### config.mk
export PLATFORM = sky130hd
export DESIGN_NAME = ccs_mod
export DESIGN_NICKNAME = d
export VERILOG_FILES = /design/src/sv/ccs_pkg.sv /design/src/sv/ccs_mod.sv
export SDC_FILE = /design/constraint.sdc
export NUM_CORES = 1
export LEC_CHECK = 0
export ABC_AREA = 1
export CAP_MARGIN = 10
export CELL_PAD_IN_SITES_DETAIL_PLACEMENT = 1
export CELL_PAD_IN_SITES_GLOBAL_PLACEMENT = 1
export CORE_ASPECT_RATIO = 1.25
export CORE_MARGIN = 2
export CORE_UTILIZATION = 46
export CTS_CLUSTER_DIAMETER = 50
export CTS_CLUSTER_SIZE = 10
export DETAILED_ROUTE_END_ITERATION = 16
export DONT_BUFFER_PORTS = 1
export PLACE_DENSITY = 0.74
export SETUP_SLACK_MARGIN = 0.02
export SYNTH_ARGS = -nofsm -noshare
export SYNTH_HDL_FRONTEND = slang
export SYNTH_SLANG_ARGS = --single-unit
### constraint.sdc
create_clock -name clk -period 1.9 [get_ports clk]
set_input_delay 0.285 -clock clk [delete_from_list [all_inputs] [get_ports clk]]
set_output_delay 0.285 -clock clk [all_outputs]
set_load 0.03 [all_outputs]
### src/sv/ccs_pkg.sv
// Shared constants, types and a helper function for the candidate config selector.
package ccs_pkg;

  // Table geometry
  localparam int NUM_CANDIDATES = 64;
  localparam int PARAM_WORDS    = 4;
  localparam int PARAM_BITS     = 16;
  localparam int INDEX_SPACE    = 64;
  localparam int TABLE_DEPTH    = (NUM_CANDIDATES < INDEX_SPACE) ? NUM_CANDIDATES : INDEX_SPACE;
  localparam int VEC_BITS       = PARAM_WORDS * PARAM_BITS;
  localparam int TBL_AW         = $clog2(TABLE_DEPTH);

  // Field widths
  localparam int ACT_W      = 3;
  localparam int IDX_W      = 6;
  localparam int N_W        = 7;
  localparam int VAL_W      = 64;
  localparam int STEP_W     = 10;
  localparam int LFSR_W     = 16;
  localparam int CFG_IDX_W  = 2;
  localparam int CFG_DATA_W = 16;

  localparam logic [STEP_W-1:0] STEP_MAX  = 10'd1023;
  localparam logic [LFSR_W-1:0] LFSR_TAPS = 16'hB400;

  // Request codes
  localparam logic [ACT_W-1:0] ACT_STEP    = 3'd0;
  localparam logic [ACT_W-1:0] ACT_SUCCESS = 3'd1;
  localparam logic [ACT_W-1:0] ACT_FAILURE = 3'd2;
  localparam logic [ACT_W-1:0] ACT_RESET   = 3'd3;
  localparam logic [ACT_W-1:0] ACT_JUMP    = 3'd4;
  localparam logic [ACT_W-1:0] ACT_LOAD    = 3'd5;
  localparam logic [ACT_W-1:0] ACT_QUERY   = 3'd6;

  // Configuration register indexes
  localparam logic [CFG_IDX_W-1:0] CFG_RANDOM_MODE = 2'd0;
  localparam logic [CFG_IDX_W-1:0] CFG_ACTIVE      = 2'd1;
  localparam logic [CFG_IDX_W-1:0] CFG_SEED        = 2'd2;

  typedef struct packed {
    logic                en;
    logic [TBL_AW-1:0]   addr;
    logic [VEC_BITS-1:0] data;
  } tbl_wr_t;

  typedef struct packed {
    logic              en;
    logic [TBL_AW-1:0] addr;
  } tbl_rd_t;

  typedef struct packed {
    logic              start;
    logic [LFSR_W-1:0] dividend;
    logic [N_W-1:0]    divisor;
  } mod_req_t;

  typedef struct packed {
    logic           done;
    logic [N_W-1:0] remainder;
  } mod_rsp_t;

  // Galois right-shift LFSR advance by one position
  function automatic logic [LFSR_W-1:0] lfsr_next(input logic [LFSR_W-1:0] v);
    logic [LFSR_W-1:0] r;
    r = v >> 1;
    if (v[0]) begin
      r = r ^ LFSR_TAPS;
    end
    return r;
  endfunction

endpackage

### src/sv/ccs_mod.sv
// Iterative restoring remainder unit, one dividend bit per cycle.
module ccs_mod (
  input  logic              clk,
  input  logic              rst_n,
  input  ccs_pkg::mod_req_t req,
  output ccs_pkg::mod_rsp_t rsp
);

  localparam int CW = $clog2(ccs_pkg::LFSR_W);

  logic                        busy_r, busy_nxt;
  logic                        done_r, done_nxt;
  logic [CW-1:0]               cnt_r, cnt_nxt;
  logic [ccs_pkg::LFSR_W-1:0]  dvd_r, dvd_nxt;
  logic [ccs_pkg::N_W-1:0]     dvs_r, dvs_nxt;
  logic [ccs_pkg::N_W-1:0]     rem_r, rem_nxt;
  logic [ccs_pkg::N_W:0]       trial;

  // Shift in one bit, subtract when it fits
  always_comb begin
    busy_nxt = busy_r;
    done_nxt = 1'b0;
    cnt_nxt  = cnt_r;
    dvd_nxt  = dvd_r;
    dvs_nxt  = dvs_r;
    rem_nxt  = rem_r;
    trial    = {rem_r, dvd_r[ccs_pkg::LFSR_W-1]};
    if (req.start) begin
      busy_nxt = 1'b1;
      cnt_nxt  = '0;
      dvd_nxt  = req.dividend;
      dvs_nxt  = req.divisor;
      rem_nxt  = '0;
    end else if (busy_r) begin
      if (trial >= {1'b0, dvs_r}) begin
        rem_nxt = ccs_pkg::N_W'(trial - {1'b0, dvs_r});
      end else begin
        rem_nxt = trial[ccs_pkg::N_W-1:0];
      end
      dvd_nxt = dvd_r << 1;
      cnt_nxt = cnt_r + CW'(1);
      if (cnt_r == CW'(ccs_pkg::LFSR_W - 1)) begin
        busy_nxt = 1'b0;
        done_nxt = 1'b1;
      end
    end
  end

  always_ff @(posedge clk) begin
    if (!rst_n) begin
      busy_r <= 1'b0;
      done_r <= 1'b0;
    end else begin
      busy_r <= busy_nxt;
      done_r <= done_nxt;
    end
    cnt_r <= cnt_nxt;
    dvd_r <= dvd_nxt;
    dvs_r <= dvs_nxt;
    rem_r <= rem_nxt;
  end

  assign rsp.done      = done_r;
  assign rsp.remainder = rem_r;

endmodule

* Word-level counts from Yosys, hierarchy flattened
Index checks and enable logic that the tools add are counted.
** Storage, ports and cells
- Flip-flop bits (word level) :: 36
- Bits of input ports :: 26
** Cells by class
- $add $sub $neg :: 2
- Order comparisons :: 1
- Equal/unequal tests :: 1
- Muxes and demuxes :: 7
- Bitwise logic cells :: 2
- Reduce and logical (&&, ||, !) cells :: 2
** Operators by type and width (count)
- 16-bit 2-to-1 mux :: 2
- 8-bit by 7-bit >= comparator with 1-bit output :: 1
- 7-bit 2-to-1 mux :: 1
- 7-bit subtractor :: 1
- 4-bit by 1-bit adder with 4-bit output, second input constant :: 1
- 4-bit == test, second input constant :: 1
- 1-bit 2-to-1 mux :: 4
- 3-bit OR reduction :: 1
- 1-bit NOT :: 2
- 2-bit nonzero test :: 1

* Logic depth before layout (Yosys ltp)
Gate-level depths: netlist (run 1).
- Depth after elaboration :: 4
- Gate-level depth with buffers :: 14
- Depth with buffers taken out :: 14

* Least setup slack after synthesis (run 1)
Ideal clock, no wire load.
- Path type :: reg-to-reg
- From :: reg dvd_r[15] (netlist name)
- To :: reg rem_r[6] (netlist name)
- Arrival time :: 1.585 ns
- Path slack :: 0.203 ns
- Stages on the path, launching flop included :: 15
- Path buffers :: 0
- Clock period less this slack :: 1.697 ns
- Cells stage by stage :: edfxtp_1 inv_1 ha_1 inv_1 fa_1 nand2_1 nand2_1 nand2_2 nand2_2 nand2_4 nand3_1 nand2_1 inv_1 nand2_1 nand2_1
** Between the ends
- Longest elaborated chain between the ends :: 2
- Elaborated cells between the ends (all ways) :: 3
- Those cells by class :: add/sub (1); order compare (1); mux (1)
** Ends and longest elaborated chain
- start: declaration :: line ccs_mod.sv:14 : logic [ccs_pkg::LFSR_W-1:0] dvd_r, dvd_nxt;
- start signal: assignment :: line ccs_mod.sv:58 : dvd_r <= dvd_nxt;
- 7-bit subtractor / 8-bit by 7-bit >= comparator with 1-bit output (equally long branches) :: line ccs_mod.sv:36, ccs_mod.sv:35
- 7-bit 2-to-1 mux (*) :: line ccs_mod.sv:35 : if (trial >= {1'b0, dvs_r}) begin
- end signal: assignment :: line ccs_mod.sv:60 : rem_r <= rem_nxt;
- end: declaration :: line ccs_mod.sv:16 : logic [ccs_pkg::N_W-1:0] rem_r, rem_nxt;
Mark *: on every way between the ends. The rest lies on a longest branch, timed or not.
A chain may end at the register's enable or synchronous reset.

* Worst setup path in the final report (run 1)
- From :: reg dvd_r[15] (netlist name)
- To :: reg rem_r[5] (netlist name)
The elaborated chain is that of the path after synthesis.

==> flow_summary.yaml, run 1 <==
timing:
  finClkSkew_ps: 2.35
  finalWorstSetupSlack_ps: 45.2
  min_period_over_period_pct: 97.6
  fin_crit_ps: 1850
  setup_viol: 0
  slew_headroom_pct: 72.0
  hold_violations: 0
  timing_worst_slew_pin_value_ps: 419
  rsz0062_at_grt: "yes"
  fmax_ghz: 0.539
  slew_violations: 0
critical_path:
  crit_path_start_kind: "flop"
  r2r_slack_ps: 50
  worstSetupPathType: "reg -> reg"
  timing.rr.start: "dvd_r[15]"
  cp_cell_sequence: "inv_2 -> ha_4 -> inv_2 -> fa_2 -> nand2_2 -> nand2_2 -> nand2_2 -> nand2_4 -> nand2_4 -> nand3_1 -> nand2_1 -> inv_1 -> nand2_1 -> nand2_1"
  cp_slowest_stage_delay_ps: 400
  slowest_stage: "edfxtp_1"
  cp.required_ps: 2080
  worstPathArrival_ps: 2040
  cp_max_fo: 5
  r2r-end: "rem_r[5]"
  r2r_cells: 14
  cp-end-kind: "flop"
worst_hold_path:
  min_from: "req[5]"
  hp-class: "in -> reg"
  holdPathEnd: "dvs_r[5]"
  whs_path_depth: 0
cts:
  cts_tree: "yes"
  clk_latency_ps: 280
  htree_levels: 2
  cts.sinks: 36
  clk_path_buf_depth: 2
  clock-root-buffer: "clkbuf_8"
  ctsHoldBuffers: 0
  path_clk_slew_ps: 70
  cts-buffers-inserted: 5
global_route:
  grt_use_total_pct: 20.0
  grt_pass1_vias: 1462
  use_met2_pct: 34.9
  grtUsageMet1_pct: 23.3
  use_met3_pct: 4.81
  grt_overflow: 0
  grt_max_degree: 27
  grt_first_pass_wirelength_um: 6600
  antenna_found_initial: 0
  grt.busiest_layer: "met2"
synth:
  ys.flop_type: "edfxtp_1"
  synth.distinct_cells: 27
  synthAdderAreaFrac_pct: 6.54
  synth.mux.area_fraction_pct: 0
  synthXorXnorAreaFrac_pct: 0.953
  synth_compound_area_share_pct: 4.36
  synth_edf_count: 23
  syn-cell-area_um2: 1840
  synthTopCellsByCount: "83 x nand2_1, 26 x inv_1, 23 x edfxtp_1"
  seq_area_frac_synth_pct: 51.7
  synth_top_cell_area_share_pct: 37.6
  synth_cells: 213
  synth_nets: 248
  syn_area_per_cell_um2: 8.63
  async_flop_share_pct: 0
  ys_seq_elements: 36
  synth_top_cell_by_area: "edfxtp_1"
  synth_most_common_cell: "nand2_1"
  yosysWarnings: 0
  synth_top_family_by_area: "simple AND/OR/NAND/NOR gates"
  synth_area_leaders: "edfxtp_1 38%, nand2_1 17%, dfxtp_1 14%, ha_1 5.4%, inv_1 5.3%"
  synthSimpleGateAreaFrac_pct: 29.1
floorplan:
  die_w_um: 60.5
  die_y_um: 74.7
  start_util_pct: 48.2
  ios: 34
  coreArea_um2: 3820
  dieArea_um2: 4520
  rows: 25
detailed_routing:
  wl_per_cell_um: 14.2
  dr.pass1.iters: 4
  drc: 0
  ant_nets: 0
  vias_per_cell: 5.04
  first_iter_violations: 44
  vias: 1405
  finalWirelength_um: 3960
cells_and_area:
  area_growth_pct: 13.0
  final_nets: 259
  seq_area_um2: 951
  drive_above_1_share_pct: 16.4
  diodes: 0
  fill_cells: 482
  multiInputGateArea_um2: 810
power:
  power_density_nw_per_um2: 862
  comb_power_share_pct: 19.1
  p_sw_share_pct: 28.0
  leakage_uw: 0.00100
  peakVddDrop_mv: 0.538
  clock_power_share_pct: 28.7
  p_seq_share_pct: 52.2
  netSwitchingPower_uw: 502
  p_int_uw: 1290
  power.total_uw: 1790
placement:
  portBuffers: 0
  dp_worst_setup_slack_ps: -39.7
  dp_hpwl_um: 2970
  gp_congestion: 0.819
run_status:
  outcome: "complete, no violations"
run:
  cap_violations: 0
==> stage by stage <==
stage               std cells  instance area [um2]  hold slack [ps]  utilization (%)  setup TNS [ps]
finish                    279                 2080             91.4             54.4               0
CTS                       278                 2020             85.5             53.0               0
floorplan                 213                 1840              384                -               0
detailed placement        269                 1930              384             50.7           -69.0
global placement          269                 1930              384             50.7               0
global route              279                 2080             77.7             54.4            -175
==> state kept, by name, indices dropped and copies added (netlist names) <==
register and count:
cnt_r 4, dvd_r 16, rem_r 7, busy_r 1, dvs_r 7, done_r 1
==> metal layers <==
layer	up-vias	wire (um)
li1	708	-
met1	661	1620
met2	28	2110
met3	8	139
met4	0	89
met5	-	0
==> cell type report <==
class                           count  share of cell area [%]
Sequential cell                    36                    45.8
Multi-Input combinational cell    144                    39.0
Inverter                           29                    5.24
Clock buffer                        8                    3.86
Tap cell                           54                    3.25
Timing Repair Buffer                8                    2.89
==> kinds of logic (layout without fill, tap and decap cells) <==
kind of cell | count (synthesis) | count (layout)
simple gates | 120 | 121
flops | 36 | 36
buf+inv | 34 | 45
compound gates | 12 | 12
fa+ha+maj | 9 | 9
xor+xnor | 2 | 2
==> worst max-delay path, delay by kind of cell, from the launching register on <==
kind / cells / cell delay [ps]
buffers and inverters: 3 / 190
and+or+nand+nor: 9 / 670
DFF: 1 / 400
adders and majority gates: 2 / 500
==> timing repair <==
action / CTS / global route
pin swaps: 0 / 4
endpoints found under the setup margin: 6 / 7
gates cloned: 1 / 0
setup buffers: 0 / 1
resized for setup: 1 / 14
hold endpoints to repair: 0 / 0
==> power by group through the flow <==
stage                     Sequential, uW  Clock, uW  Combinational [uW]
after global placement               948          0                 294
after floorplan                      963          0                 219
final                                935        514                 341
after detailed placement             951          0                 308
after CTS                            934        534                 316
after global routing                 941        560                 384
==> worst max-delay path by stage <==
stage,from,to,cells past startpoint,slack [ps]
3_5_place_dp,dvd_r[15],rem_r[5],14,-40
6_report,dvd_r[15],rem_r[5],14,50
2_1_floorplan,dvd_r[15],rem_r[6],14,200
5_1_grt,dvd_r[15],rem_r[5],14,-40
4_1_cts,dvd_r[15],rem_r[5],14,20
3_3_place_gp,dvd_r[15],rem_r[3],13,100
==> cell usage in the layout (no fill, tap or decap), types with 2 or more instances in the layout <==
cell	n
inv_2	5
nand3_2	2
clkbuf_1	3
nand4_1	3
o21ai_1	3
inv_1	24
buf_4	8
nand3_1	16
nor2_1	6
nand2_4	3
edfxtp_1	23
nand3b_1	2
a21oi_1	3
dfxtp_1	13
nand2_1	78
nand2_2	7
o21ai_2	2
ha_1	7
clkbuf_8	5
or2_1	2
(Power assumes the default switching activity.)
==> run 2, diff against run 1 <==
--- a/config.mk
+++ b/config.mk
@@ -6,6 +6,7 @@
 export NUM_CORES = 1
 export LEC_CHECK = 0
 export ABC_AREA = 1
+export ABC_CLOCK_PERIOD_IN_PS = 1900
 export CAP_MARGIN = 10
 export CELL_PAD_IN_SITES_DETAIL_PLACEMENT = 1
 export CELL_PAD_IN_SITES_GLOBAL_PLACEMENT = 1
@@ -16,6 +17,7 @@
 export CTS_CLUSTER_SIZE = 10
 export DETAILED_ROUTE_END_ITERATION = 16
 export DONT_BUFFER_PORTS = 1
+export HOLD_SLACK_MARGIN = 0.15
 export PLACE_DENSITY = 0.74
 export SETUP_SLACK_MARGIN = 0.02
 export SYNTH_ARGS = -nofsm -noshare
==> flow_summary.yaml, run 2 (synthesis results as in run 1) <==
run_status:
  outcome: "complete, no violations"
floorplan:
  start_util_pct: 48.2
  ios: 34
  rows: 25
  coreArea_um2: 3820
  dieArea_um2: 4520
  die_y_um: 74.7
  die_w_um: 60.5
cts:
  cts.sinks: 36
  cts_tree: "yes"
  clk_path_buf_depth: 2
  path_clk_slew_ps: 70
  htree_levels: 2
  clk_latency_ps: 280
  cts-buffers-inserted: 5
  clock-root-buffer: "clkbuf_8"
cells_and_area:
  final_nets: 267
  mostFrequentLayoutCells: "78 x nand2_1, 24 x inv_1, 23 x edfxtp_1"
  top_register: "dvd_r"
  post-route-util_pct: 57.9
  reg_top3: "dvd_r (16), dvs_r (7), rem_r (7)"
  largest_reg_flops: 16
  finalInstanceArea_um2: 2210
  drive_above_1_share_pct: 16.7
  diodes: 0
  fill_cells: 465
  final_common_cell: "nand2_1"
  area_growth_pct: 20.3
timing:
  finalWorstSetupSlack_ps: 21.2
  timing_worst_slew_pin_value_ps: 462
  slew_violations: 0
  finClkSkew_ps: 7.68
  min_period_over_period_pct: 98.9
  hold_violations: 0
  rsz0062_at_grt: "yes"
  slew_headroom_pct: 69.1
  fin_crit_ps: 1880
  fmax_ghz: 0.532
  setup_viol: 0
power:
  peakVddDrop_mv: 0.537
  leakage_uw: 0.00106
  power_density_nw_per_um2: 839
placement:
  dp_hpwl_um: 2970
  gp_congestion: 0.819
  dp_worst_setup_slack_ps: -39.7
  portBuffers: 0
  post_dp_cell_area_um2: 1930
worst_hold_path:
  hp-class: "in -> reg"
detailed_routing:
  finalWirelength_um: 4620
  wl_per_cell_um: 16.1
  first_iter_violations: 44
  ant_nets: 0
  dr.pass1.iters: 4
  vias_per_cell: 5.08
  vias: 1459
  drc: 0
critical_path:
  worstSetupPathType: "reg -> reg"
  crit_path_start_kind: "flop"
  r2r_slack_ps: 20
  timing.critical_path.to: "rem_r[2]"
  worstPathArrival_ps: 2040
  r2r_cells: 12
  r2r-end: "rem_r[2]"
  cp_max_fo: 5
  cp.required_ps: 2060
  cp-end-kind: "flop"
  timing.rr.start: "dvd_r[15]"
  startpoint: "dvd_r[15]"
run:
  cap_violations: 0
global_route:
  grt_max_degree: 21
  grt_overflow: 0
  antenna_found_initial: 0
  grt_use_total_pct: 20.9
  grt_pass1_vias: 1497
  grt_first_pass_wirelength_um: 6830
run 2: cell types whose count changed in the layout (fill, tap and decap cells not counted):
cell,delta
dlygate4sd3_1,+9
nand3_1,-3
nand3_2,+3
nand2_2,-2
nand2_8,+2
buf_4,-1
inv_2,-1
inv_4,+1
nor3_2,-1
nor3_4,+1
run 2: worst min path at each step:
stage,from,endpoint,cells after the start
finish,req[14],dvd_r[7],2
global route,req[8],dvd_r[1],2
global placement,req[0],dvs_r[0],0
floorplan,req[0],dvs_r[0],0
detailed placement,req[3],dvs_r[3],0
CTS,req[23],dvd_r[0],2
run 2: stage by stage:
stage          setup TNS (ps)  cells  hold WS, ps  total power [uW]
2_1_floorplan               0    213          384              1180
3_3_place_gp                0    269          384              1240
3_5_place_dp            -69.0    269          384              1260
4_1_cts                     0    287          176              1800
5_1_grt                  -348    287          187              1940
6_report                    0    287          190              1850
run 2: layer usage:
metal  up-vias  GRT usage (%)  part of all wire (%)
met2        33           37.6                    54
met1       689           23.3                    40
met3        12           4.81                   3.2
li1        725              -                     -
met4         0           9.42                   2.8
met5         -              0                     0
run 2: worst max-delay path: stages, from the launching register on:
cell and delay [ps]:
edfxtp_1 400, inv_2 90, ha_4 130, inv_4 40, fa_2 370, nand2_2 70, nand2_2 90, nand2_4 110
nand2_4 80, nand2_8 100, nand3_1 110, nand3_2 110, o21ai_2 50
run 2: repair_timing:
item | CTS | global route
hold buffers | 9 | 0
gates cloned | 1 | 0
buffers inserted | 0 | 0
pin swaps | 0 | 8
hold endpoints to repair | 16 | 0
gates resized for setup | 1 | 23
setup endpoints to repair | 6 | 7
run 2: cell type report:
class / instances / area [um2] / area share (%)
clock buffers: 8 / 80.1 / 3.62
inverters: 29 / 111 / 5.04
multi-input cells: 144 / 858 / 38.8
flip-flops and latches: 36 / 951 / 43.0
well taps: 54 / 67.6 / 3.06
repair buffers: 16 / 143 / 6.45
run 2: power breakdown:
group	switching, uW	leakage [uW]	total, uW	internal [uW]
clock	256	0.0000395	516	260
combinational	256	0.000682	401	145
sequential	31.9	0.000339	936	905
total	544	0.00106	1850	1310
